===== config.mk =====
export PLATFORM = sky130hd
export DESIGN_NAME = moving_average_filter
export DESIGN_NICKNAME = d
export VERILOG_FILES = /design/src/maf_pkg.sv /design/src/moving_average_filter.sv /design/src/maf_ctrl.sv /design/src/maf_datapath.sv
export SDC_FILE = /design/constraint.sdc
export NUM_CORES = 2
export LEC_CHECK = 0
export ABC_AREA = 1
export BUFFER_PORTS_ARGS = -buffer_cell sky130_fd_sc_hd__buf_4
export CORE_AREA = 4 4 474 476
export CTS_CLUSTER_SIZE = 14
export DETAILED_ROUTE_END_ITERATION = 6
export DIE_AREA = 0 0 478 480
export GPL_ROUTABILITY_DRIVEN = 0
export GPL_TIMING_DRIVEN = 0
export PLACE_DENSITY_LB_ADDON = 0.08
export SKIP_LAST_GASP = 1
export SLEW_MARGIN = 20
export SYNTH_ARGS = -nofsm -noshare
export SYNTH_HDL_FRONTEND = slang
export SYNTH_SLANG_ARGS = --single-unit

===== constraint.sdc =====
create_clock -name clk -period 17.1 [get_ports clk]
set_input_delay 5.13 -clock clk [delete_from_list [all_inputs] [get_ports clk]]
set_output_delay 5.13 -clock clk [all_outputs]
set_load 0.1 [all_outputs]

===== src/maf_pkg.sv =====
// ----------------------------------------------------------------------------
// maf_pkg: shared types and constants for the moving average filter
// Field widths, stream packing, controller states and the command/status
// bundles that join the controller and the datapath.
// ----------------------------------------------------------------------------
package maf_pkg;

    localparam int TIME_W     = 63;
    localparam int PRICE_W    = 40;
    localparam int WLEN_W     = 7;
    localparam int TDATA_W    = 104;
    localparam int PRICE_LSB  = TIME_W;

    localparam logic [WLEN_W-1:0] WLEN_RESET = 7'd20;

    typedef enum logic [6:0] {
        ST_IDLE  = 7'b0000001,
        ST_CHECK = 7'b0000010,
        ST_READ  = 7'b0000100,
        ST_SUB   = 7'b0001000,
        ST_WRITE = 7'b0010000,
        ST_PREP  = 7'b0100000,
        ST_DIV   = 7'b1000000
    } state_t;

    typedef struct packed {
        logic take_in;
        logic read_old;
        logic sub_old;
        logic write_new;
        logic div_load;
        logic div_step;
        logic out_load;
    } cmd_t;

    typedef struct packed {
        logic len_zero;
        logic full;
        logic win_valid;
        logic div_last;
        logic out_free;
    } status_t;

endpackage


===== src/moving_average_filter.sv =====
// ----------------------------------------------------------------------------
// moving_average_filter: simple moving average over price bars
// Keeps the last window_length closes (at most MAX_WINDOW) and their running sum;
// per bar it emits time, truncated mean, window-full flag (nothing at length 0).
// ----------------------------------------------------------------------------
//  channel   | dir | tdata (low bit up)                      | tuser
//  ----------+-----+-----------------------------------------+--------------
//  s_axis    | in  | bar_time[62:0], bar_close[102:63]       | start_series
//  m_axis    | out | out_time[62:0], average[102:63]         | average_valid
//  cfg       | in  | cfg_wdata = window_length, write on cfg_we
//
//  One bar at a time. With a full window the result comes from the bit-serial
//  divider over the SUM_W-bit running sum; the bar that fills the window
//  skips the eviction of the oldest close, and while the window is still
//  filling the division steps are skipped.
//  Reset: window length 20, empty window; no store clearing pass.
//  A result waits in the output register; the next bar is taken meanwhile
//  and its result is held until the pending one transfers.
// ----------------------------------------------------------------------------
module moving_average_filter
#(
    parameter int MAX_WINDOW = 64
)
(
    input  logic                        clk,
    input  logic                        rst_n,
    input  logic                        cfg_we,
    input  logic [maf_pkg::WLEN_W-1:0]  cfg_wdata,
    input  logic                        s_tvalid,
    output logic                        s_tready,
    input  logic [maf_pkg::TDATA_W-1:0] s_tdata,   // bar_time, bar_close, pad
    input  logic                        s_tuser,   // start_series
    output logic                        m_tvalid,
    input  logic                        m_tready,
    output logic [maf_pkg::TDATA_W-1:0] m_tdata,   // out_time, average, pad
    output logic                        m_tuser    // average_valid
);

    maf_pkg::cmd_t    cmd;
    maf_pkg::status_t status;

    maf_ctrl u_ctrl
    (
        .clk      (clk),
        .rst_n    (rst_n),
        .s_tvalid (s_tvalid),
        .s_tready (s_tready),
        .status   (status),
        .cmd      (cmd)
    );

    maf_datapath
    #(
        .MAX_WINDOW (MAX_WINDOW)
    )
    u_datapath
    (
        .clk       (clk),
        .rst_n     (rst_n),
        .cfg_we    (cfg_we),
        .cfg_wdata (cfg_wdata),
        .s_tdata   (s_tdata),
        .s_tuser   (s_tuser),
        .m_tvalid  (m_tvalid),
        .m_tready  (m_tready),
        .m_tdata   (m_tdata),
        .m_tuser   (m_tuser),
        .cmd       (cmd),
        .status    (status)
    );

endmodule


===== src/maf_ctrl.sv =====
// ----------------------------------------------------------------------------
// maf_ctrl: sequencer for the moving average filter
// Steps one bar at a time through capture, eviction of the oldest sample once
// the window is full, insertion of the new one and, with a full window, the
// serial division; it hands each result to the output register.
// ----------------------------------------------------------------------------
module maf_ctrl
(
    input  logic             clk,
    input  logic             rst_n,
    input  logic             s_tvalid,
    output logic             s_tready,
    input  maf_pkg::status_t status,
    output maf_pkg::cmd_t    cmd
);

    maf_pkg::state_t state_reg;
    maf_pkg::state_t state_next;
    logic            done_reg;
    logic            done_next;

    // done_reg: the divider has finished and the result waits for the output stage
    always_comb
    begin
        state_next = state_reg;
        done_next  = done_reg;
        cmd        = '0;
        s_tready   = 1'b0;
        unique case (state_reg)
            maf_pkg::ST_IDLE:
            begin
                s_tready    = 1'b1;
                cmd.take_in = s_tvalid;
                if (s_tvalid)
                begin
                    state_next = maf_pkg::ST_CHECK;
                end
            end
            maf_pkg::ST_CHECK:
            begin
                if (status.len_zero)
                begin
                    state_next = maf_pkg::ST_IDLE;
                end
                else if (status.full)
                begin
                    state_next = maf_pkg::ST_READ;
                end
                else
                begin
                    state_next = maf_pkg::ST_WRITE;
                end
            end
            maf_pkg::ST_READ:
            begin
                cmd.read_old = 1'b1;
                state_next   = maf_pkg::ST_SUB;
            end
            maf_pkg::ST_SUB:
            begin
                cmd.sub_old = 1'b1;
                state_next  = maf_pkg::ST_WRITE;
            end
            maf_pkg::ST_WRITE:
            begin
                cmd.write_new = 1'b1;
                state_next    = maf_pkg::ST_PREP;
            end
            maf_pkg::ST_PREP:
            begin
                cmd.div_load = 1'b1;
                done_next    = 1'b0;
                state_next   = maf_pkg::ST_DIV;
            end
            maf_pkg::ST_DIV:
            begin
                // without a full window the quotient is unused; skip the steps
                if (!done_reg && status.win_valid)
                begin
                    cmd.div_step = 1'b1;
                    if (status.div_last)
                    begin
                        done_next = 1'b1;
                    end
                end
                else if (status.out_free)
                begin
                    cmd.out_load = 1'b1;
                    state_next   = maf_pkg::ST_IDLE;
                end
            end
            default:
            begin
                state_next = maf_pkg::ST_IDLE;
            end
        endcase
    end

    always_ff @(posedge clk or negedge rst_n)
    begin
        if (!rst_n)
        begin
            state_reg <= maf_pkg::ST_IDLE;
            done_reg  <= 1'b0;
        end
        else
        begin
            state_reg <= state_next;
            done_reg  <= done_next;
        end
    end

endmodule


===== src/maf_datapath.sv =====
// ----------------------------------------------------------------------------
// maf_datapath: sample store, running sum, serial divider, output register
// Holds the window length register, the circular store of closes, the
// running sum and a restoring divider that retires one quotient bit a cycle.
// ----------------------------------------------------------------------------
module maf_datapath
#(
    parameter int MAX_WINDOW = 64
)
(
    input  logic                                clk,
    input  logic                                rst_n,
    input  logic                                cfg_we,
    input  logic [maf_pkg::WLEN_W-1:0]          cfg_wdata,
    input  logic [maf_pkg::TDATA_W-1:0]         s_tdata,
    input  logic                                s_tuser,
    output logic                                m_tvalid,
    input  logic                                m_tready,
    output logic [maf_pkg::TDATA_W-1:0]         m_tdata,
    output logic                                m_tuser,
    input  maf_pkg::cmd_t                       cmd,
    output maf_pkg::status_t                    status
);

    localparam int PTR_W = (MAX_WINDOW > 1) ? $clog2(MAX_WINDOW) : 1;
    localparam int IDX_W = PTR_W + 1;
    localparam int SUM_W = maf_pkg::PRICE_W + $clog2(MAX_WINDOW);
    localparam int CNT_W = $clog2(SUM_W + 1);
    localparam int CAP   = (MAX_WINDOW > 127) ? 127 : MAX_WINDOW;

    localparam logic [maf_pkg::WLEN_W-1:0] CAP_LEN  = maf_pkg::WLEN_W'(CAP);
    localparam logic [IDX_W-1:0]           MAX_IDX  = IDX_W'(MAX_WINDOW);
    localparam logic [PTR_W-1:0]           LAST_PTR = PTR_W'(MAX_WINDOW - 1);
    localparam logic [CNT_W-1:0]           DIV_CNT  = CNT_W'(SUM_W);

    logic [maf_pkg::WLEN_W-1:0]  wlen_reg;
    logic [maf_pkg::WLEN_W-1:0]  fill_reg;
    logic [PTR_W-1:0]            slot_reg;
    logic [SUM_W-1:0]            sum_reg;
    logic                        win_valid_reg;
    logic [CNT_W-1:0]            cnt_reg;
    logic                        m_valid_reg;

    logic [maf_pkg::TIME_W-1:0]  time_reg;
    logic [maf_pkg::PRICE_W-1:0] price_reg;
    logic [maf_pkg::PRICE_W-1:0] rdata_reg;
    logic [SUM_W-1:0]            dvd_reg;
    logic [maf_pkg::WLEN_W-1:0]  rem_reg;
    logic [maf_pkg::TIME_W-1:0]  out_time_reg;
    logic [maf_pkg::PRICE_W-1:0] out_avg_reg;
    logic                        out_flag_reg;

    logic [maf_pkg::PRICE_W-1:0] store_mem [0:MAX_WINDOW-1];

    logic [maf_pkg::WLEN_W-1:0]  len_eff;
    logic                        full;
    logic [IDX_W-1:0]            slot_ext;
    logic [IDX_W-1:0]            len_ext;
    logic [IDX_W-1:0]            old_idx;
    logic [PTR_W-1:0]            old_ptr;
    logic [maf_pkg::WLEN_W:0]    trial;
    logic                        qbit;
    logic [maf_pkg::WLEN_W-1:0]  rem_next;

    assign len_eff  = ({1'b0, wlen_reg} > {1'b0, CAP_LEN}) ? CAP_LEN : wlen_reg;
    assign full     = (fill_reg >= len_eff);
    assign slot_ext = IDX_W'(slot_reg);
    assign len_ext  = IDX_W'(len_eff);
    assign old_idx  = (slot_ext >= len_ext) ? (slot_ext - len_ext)
                                            : (slot_ext + MAX_IDX - len_ext);
    assign old_ptr  = old_idx[PTR_W-1:0];

    // one restoring division step
    assign trial    = {rem_reg, dvd_reg[SUM_W-1]};
    assign qbit     = (trial >= {1'b0, len_eff});
    assign rem_next = qbit ? maf_pkg::WLEN_W'(trial - {1'b0, len_eff})
                           : trial[maf_pkg::WLEN_W-1:0];

    assign status.len_zero  = (len_eff == '0);
    assign status.full      = full;
    assign status.win_valid = win_valid_reg;
    assign status.div_last  = (cnt_reg == CNT_W'(1));
    assign status.out_free  = !m_valid_reg || m_tready;

    always_ff @(posedge clk or negedge rst_n)
    begin
        if (!rst_n)
        begin
            wlen_reg      <= maf_pkg::WLEN_RESET;
            fill_reg      <= '0;
            slot_reg      <= '0;
            sum_reg       <= '0;
            win_valid_reg <= 1'b0;
            cnt_reg       <= '0;
            m_valid_reg   <= 1'b0;
        end
        else
        begin
            if (cfg_we)
            begin
                wlen_reg <= cfg_wdata;
                fill_reg <= '0;
                slot_reg <= '0;
                sum_reg  <= '0;
            end
            else if (cmd.take_in && s_tuser)
            begin
                fill_reg <= '0;
                slot_reg <= '0;
                sum_reg  <= '0;
            end
            else if (cmd.sub_old)
            begin
                sum_reg <= sum_reg - SUM_W'(rdata_reg);
            end
            else if (cmd.write_new)
            begin
                sum_reg  <= sum_reg + SUM_W'(price_reg);
                slot_reg <= (slot_reg == LAST_PTR) ? '0 : slot_reg + PTR_W'(1);
                if (!full)
                begin
                    fill_reg <= fill_reg + maf_pkg::WLEN_W'(1);
                end
            end

            if (cmd.div_load)
            begin
                win_valid_reg <= (fill_reg == len_eff);
                cnt_reg       <= DIV_CNT;
            end
            else if (cmd.div_step)
            begin
                cnt_reg <= cnt_reg - CNT_W'(1);
            end

            if (cmd.out_load)
            begin
                m_valid_reg <= 1'b1;
            end
            else if (m_tready)
            begin
                m_valid_reg <= 1'b0;
            end
        end
    end

    always_ff @(posedge clk)
    begin
        if (cmd.take_in)
        begin
            time_reg  <= s_tdata[maf_pkg::TIME_W-1:0];
            price_reg <= s_tdata[maf_pkg::PRICE_LSB +: maf_pkg::PRICE_W];
        end
        if (cmd.read_old)
        begin
            rdata_reg <= store_mem[old_ptr];
        end
        if (cmd.write_new)
        begin
            store_mem[slot_reg] <= price_reg;
        end
        if (cmd.div_load)
        begin
            dvd_reg <= sum_reg;
            rem_reg <= '0;
        end
        else if (cmd.div_step)
        begin
            dvd_reg <= {dvd_reg[SUM_W-2:0], qbit};
            rem_reg <= rem_next;
        end
        if (cmd.out_load)
        begin
            out_time_reg <= time_reg;
            out_avg_reg  <= win_valid_reg ? dvd_reg[maf_pkg::PRICE_W-1:0] : '0;
            out_flag_reg <= win_valid_reg;
        end
    end

    assign m_tvalid = m_valid_reg;
    assign m_tuser  = out_flag_reg;
    assign m_tdata  = {1'b0, out_avg_reg, out_time_reg};

endmodule


==> flow_metrics.tcl <==
set metrics [dict create \
    vias 86600 \
    crit_fanout 4 \
    fp.dieW_microns 478 \
    critPathLaunchType "register" \
    fin_area_sq_um 144000 \
    grt_overflow 0 \
    post-cts-setup-buffer-count 0 \
    fin_skew_ns 0.0639 \
    power_density_nw_per_um2 155 \
    cp_top_family "buffers and inverters" \
    endpoint_kind "output pin" \
    placed_area_sq_um 134000 \
    grt.total_usage_pct 31.8 \
    drtIter0Drc 11400 \
    drive_gt1_share_pct 10.2 \
    cts_buffers 315 \
    synthArstFlopShare_pct 2.79 \
    crit_buf_inv 4 \
    r2r-start "u_datapath.wlen_reg[6]$_DFFE_PN0P_" \
    die_y_microns 480 \
    slew-limit-headroom_pct 16.1 \
    yosysUniqueCellTypes 47 \
    io_buffers 220 \
    violations "DRC" \
    root_buffer "clkbuf_16" \
    worstPathRequired_ns 11.97 \
    grt_max_degree 83 \
    fin_crit_sh_pct 43.5 \
    core_area_sq_um 221000 \
    io_pins 224 \
    post_drt_wl_per_cell_microns 24.9 \
    seqPwrFrac_pct 38.3 \
    drv_cap 0 \
    crit_type "reg -> out" \
    clk_pin_slew_ns 0.06 \
    grt_pass1_vias 82100 \
    netSwitchingFraction_pct 36.0 \
    largest_reg_flops 2560 \
    final_cell_mix "edfxtp_1 (2853), nor2_1 (2311), nand2_1 (1685)" \
    drt.antenna.violating_nets 0 \
    max_freq_mhz 134 \
    clkPwrFrac_pct 29.3 \
    seq_area_frac_synth_pct 71.5 \
    critPathLaunch "u_ctrl.state_reg[6]$_DFFE_PN0P_" \
    ys_seq_elements 2942 \
    via_per_inst 5.79 \
    fin_nets 11900 \
    drc_errors 18 \
    grt_pass1_wl_microns 534000 \
    hold_violations 0 \
    die-area_sq_um 229000 \
    layout_commonest_cell "edfxtp_1" \
    rows 173 \
    initial_utilization_pct 55.6 \
    period_minus_slack_ns 7.44 \
    post-dp-hpwl_microns 268000 \
    finalSetupViolCount 0 \
    syn_area_sq_um 123000 \
    worst_pin_slew_ns 1.26 \
    cts-resized-gates 0 \
    cts_tree "built" \
    power_leakage_nw 52.0 \
    p_comb_share_pct 32.4 \
    postRouteWirelength_microns 372000 \
    syn_inst 10900 \
    power.switching_mw 8.06 \
    clkLatencyLatePin_ns 0.97 \
    synth-edff-count 2853 \
    tns_ns 0 \
    crit_top_cell "inv_1" \
    final_max_slew_viol_count 0 \
    hold_class "reg -> reg" \
    ctsHoldBuffers 0 \
    ys.flop_type "edfxtp_1" \
    worstHoldStart "u_datapath.time_reg[43]$_DFFE_PP_" \
    arrival_ns 2.31 \
    yosysWarnings 0 \
    critPathMaxStageDelay_ns 0.41 \
    path_cells "inv_1 > nand3_2 > inv_2 > nand4_2 > inv_1 > buf_4" \
    grt_antenna_before_repair 28 \
    status "complete, but fails checks" \
    rsz0062_at_grt "false" \
    dr.pass1.iters 7 \
    clock_sinks 2942 \
    irDropWorstVdd_uv 93.2 \
    num-fill-cells 16600 \
    avgSynthCellArea_sq_um 11.3 \
    clockBufferDepth 4 \
    rrSetupSlack_ns 11.62 \
    syn2layout_area_growth_pct 17.1 \
    syn_nets 11100 \
    cp_slowest_cell "dfrtp_1" \
    cts_max_level 5 \
    p_int_mw 14.3 \
]
## Yosys cell counts, types with 3 or more instances
cell type | n | area [sq um]
nand3_1 | 300 | 1500
buf_6 | 51 | 574
inv_2 | 8 | 30.0
clkbuf_1 | 358 | 1340
or2_2 | 6 | 37.5
dfxtp_1 | 7 | 140
a21oi_1 | 61 | 305
o21ai_1 | 673 | 3370
nand4_1 | 19 | 119
o22ai_1 | 94 | 588
edfxtp_1 | 2853 | 85700
a22oi_1 | 6 | 45.0
nor4_1 | 6 | 37.5
a31oi_1 | 3 | 18.8
nand2_1 | 1686 | 6330
nor2_1 | 2376 | 8920
and2_1 | 3 | 18.8
fa_1 | 3 | 60.1
xor2_1 | 25 | 219
o21ai_0 | 1348 | 6750
xnor2_1 | 24 | 210
dfstp_2 | 3 | 78.8
nand3b_1 | 10 | 75.1
dfrtp_1 | 79 | 1980
inv_1 | 590 | 2210
buf_4 | 53 | 398
buf_2 | 73 | 365
buf_1 | 53 | 199
o21bai_1 | 11 | 82.6
buf_8 | 4 | 60.1
nor3_1 | 27 | 135
clkinv_1 | 25 | 93.8
ha_1 | 69 | 863
## worst paths after layout
kind                                                          to  depth (start not counted)
max in group asynchronous     u_datapath.sum_reg[22]$_DFFE_PN0P_                          1
max reg2reg                   u_datapath.rdata_reg[25]$_DFFE_PP_                         17
min in group asynchronous     u_datapath.wlen_reg[0]$_DFFE_PN0P_                          1
min                        u_datapath.out_time_reg[43]$_DFFE_PP_                          0
max                                                     s_tready                          6
min reg2reg                u_datapath.out_time_reg[43]$_DFFE_PP_                          0
## power by group through the flow
stage / sequential (mW) / combinational [mW] / clock (mW)
2_1_floorplan: 8.86 / 3.76 / 0
3_3_place_gp: 9.41 / 5.89 / 0
3_5_place_dp: 8.71 / 7.02 / 0
4_1_cts: 8.57 / 7.06 / 6.61
5_1_grt: 8.58 / 7.76 / 6.94
6_report: 8.57 / 7.25 / 6.54
## worst register-to-register path, cell delays in order, from the launching register on
cell	delay [ns]
dfrtp_1	0.43
nor2_1	0.52
ha_1	0.27
inv_1	0.07
fa_1	0.51
buf_2	0.29
buf_2	0.55
buf_2	0.72
buf_1	0.39
nor2_1	0.09
o21ai_0	0.11
o21ai_0	0.13
nand2_1	0.08
o21ai_1	0.12
nand2_1	0.11
nand3_1	0.35
nand3_1	0.37
o21ai_1	0.14
## cell families (layout without fill, tap and decap cells)
family / count (synthesis) / in the layout / share of synthesized area, %
buffers and inverters: 1215 / 2252 / 4.29
AO/OA/AOI/OAI: 2200 / 2200 / 9.10
AND/OR/NAND/NOR: 4441 / 4441 / 14.0
other: 1 / 14 / 0.00305
flip-flops: 2942 / 2942 / 71.5
XOR/XNOR: 50 / 50 / 0.362
adder cells (fa/ha/maj): 72 / 72 / 0.751
## layer usage
metal	GRT usage, %	share of wire, %	up-vias
met4	14.7	5.2	6
met2	47.5	44	4612
li1	-	-	39400
met1	44.4	40	41700
met5	0.0621	0.0073	-
met3	7.77	11	896
## per-stage QoR
step	power, mW	std cells	setup slack, ns	utilization [%]	hold slack [ns]
6_report	22.4	14900	9.66	65.1	0.381
4_1_cts	22.2	14900	9.59	65.1	0.385
3_5_place_dp	15.7	14400	9.76	60.7	0.405
3_3_place_gp	15.3	14100	4.62	58.1	0.401
2_1_floorplan	12.6	10900	7.03	-	0.400
5_1_grt	23.3	14900	9.53	65.1	0.390
## final cells by class
cell class | count | area (sq um) | area share (%)
Timing Repair Buffer | 505 | 6930 | 4.82
Sequential cell | 2942 | 87900 | 61.0
Buffer | 592 | 2960 | 2.06
Multi-Input combinational cell | 6764 | 30400 | 21.1
Inverter | 623 | 2340 | 1.62
Antenna cell | 13 | 32.5 | 0.0226
Clock inverter | 150 | 1440 | 0.997
Clock buffer | 382 | 8280 | 5.75
Tap cell | 2975 | 3720 | 2.59
(Power assumes the default switching activity.)
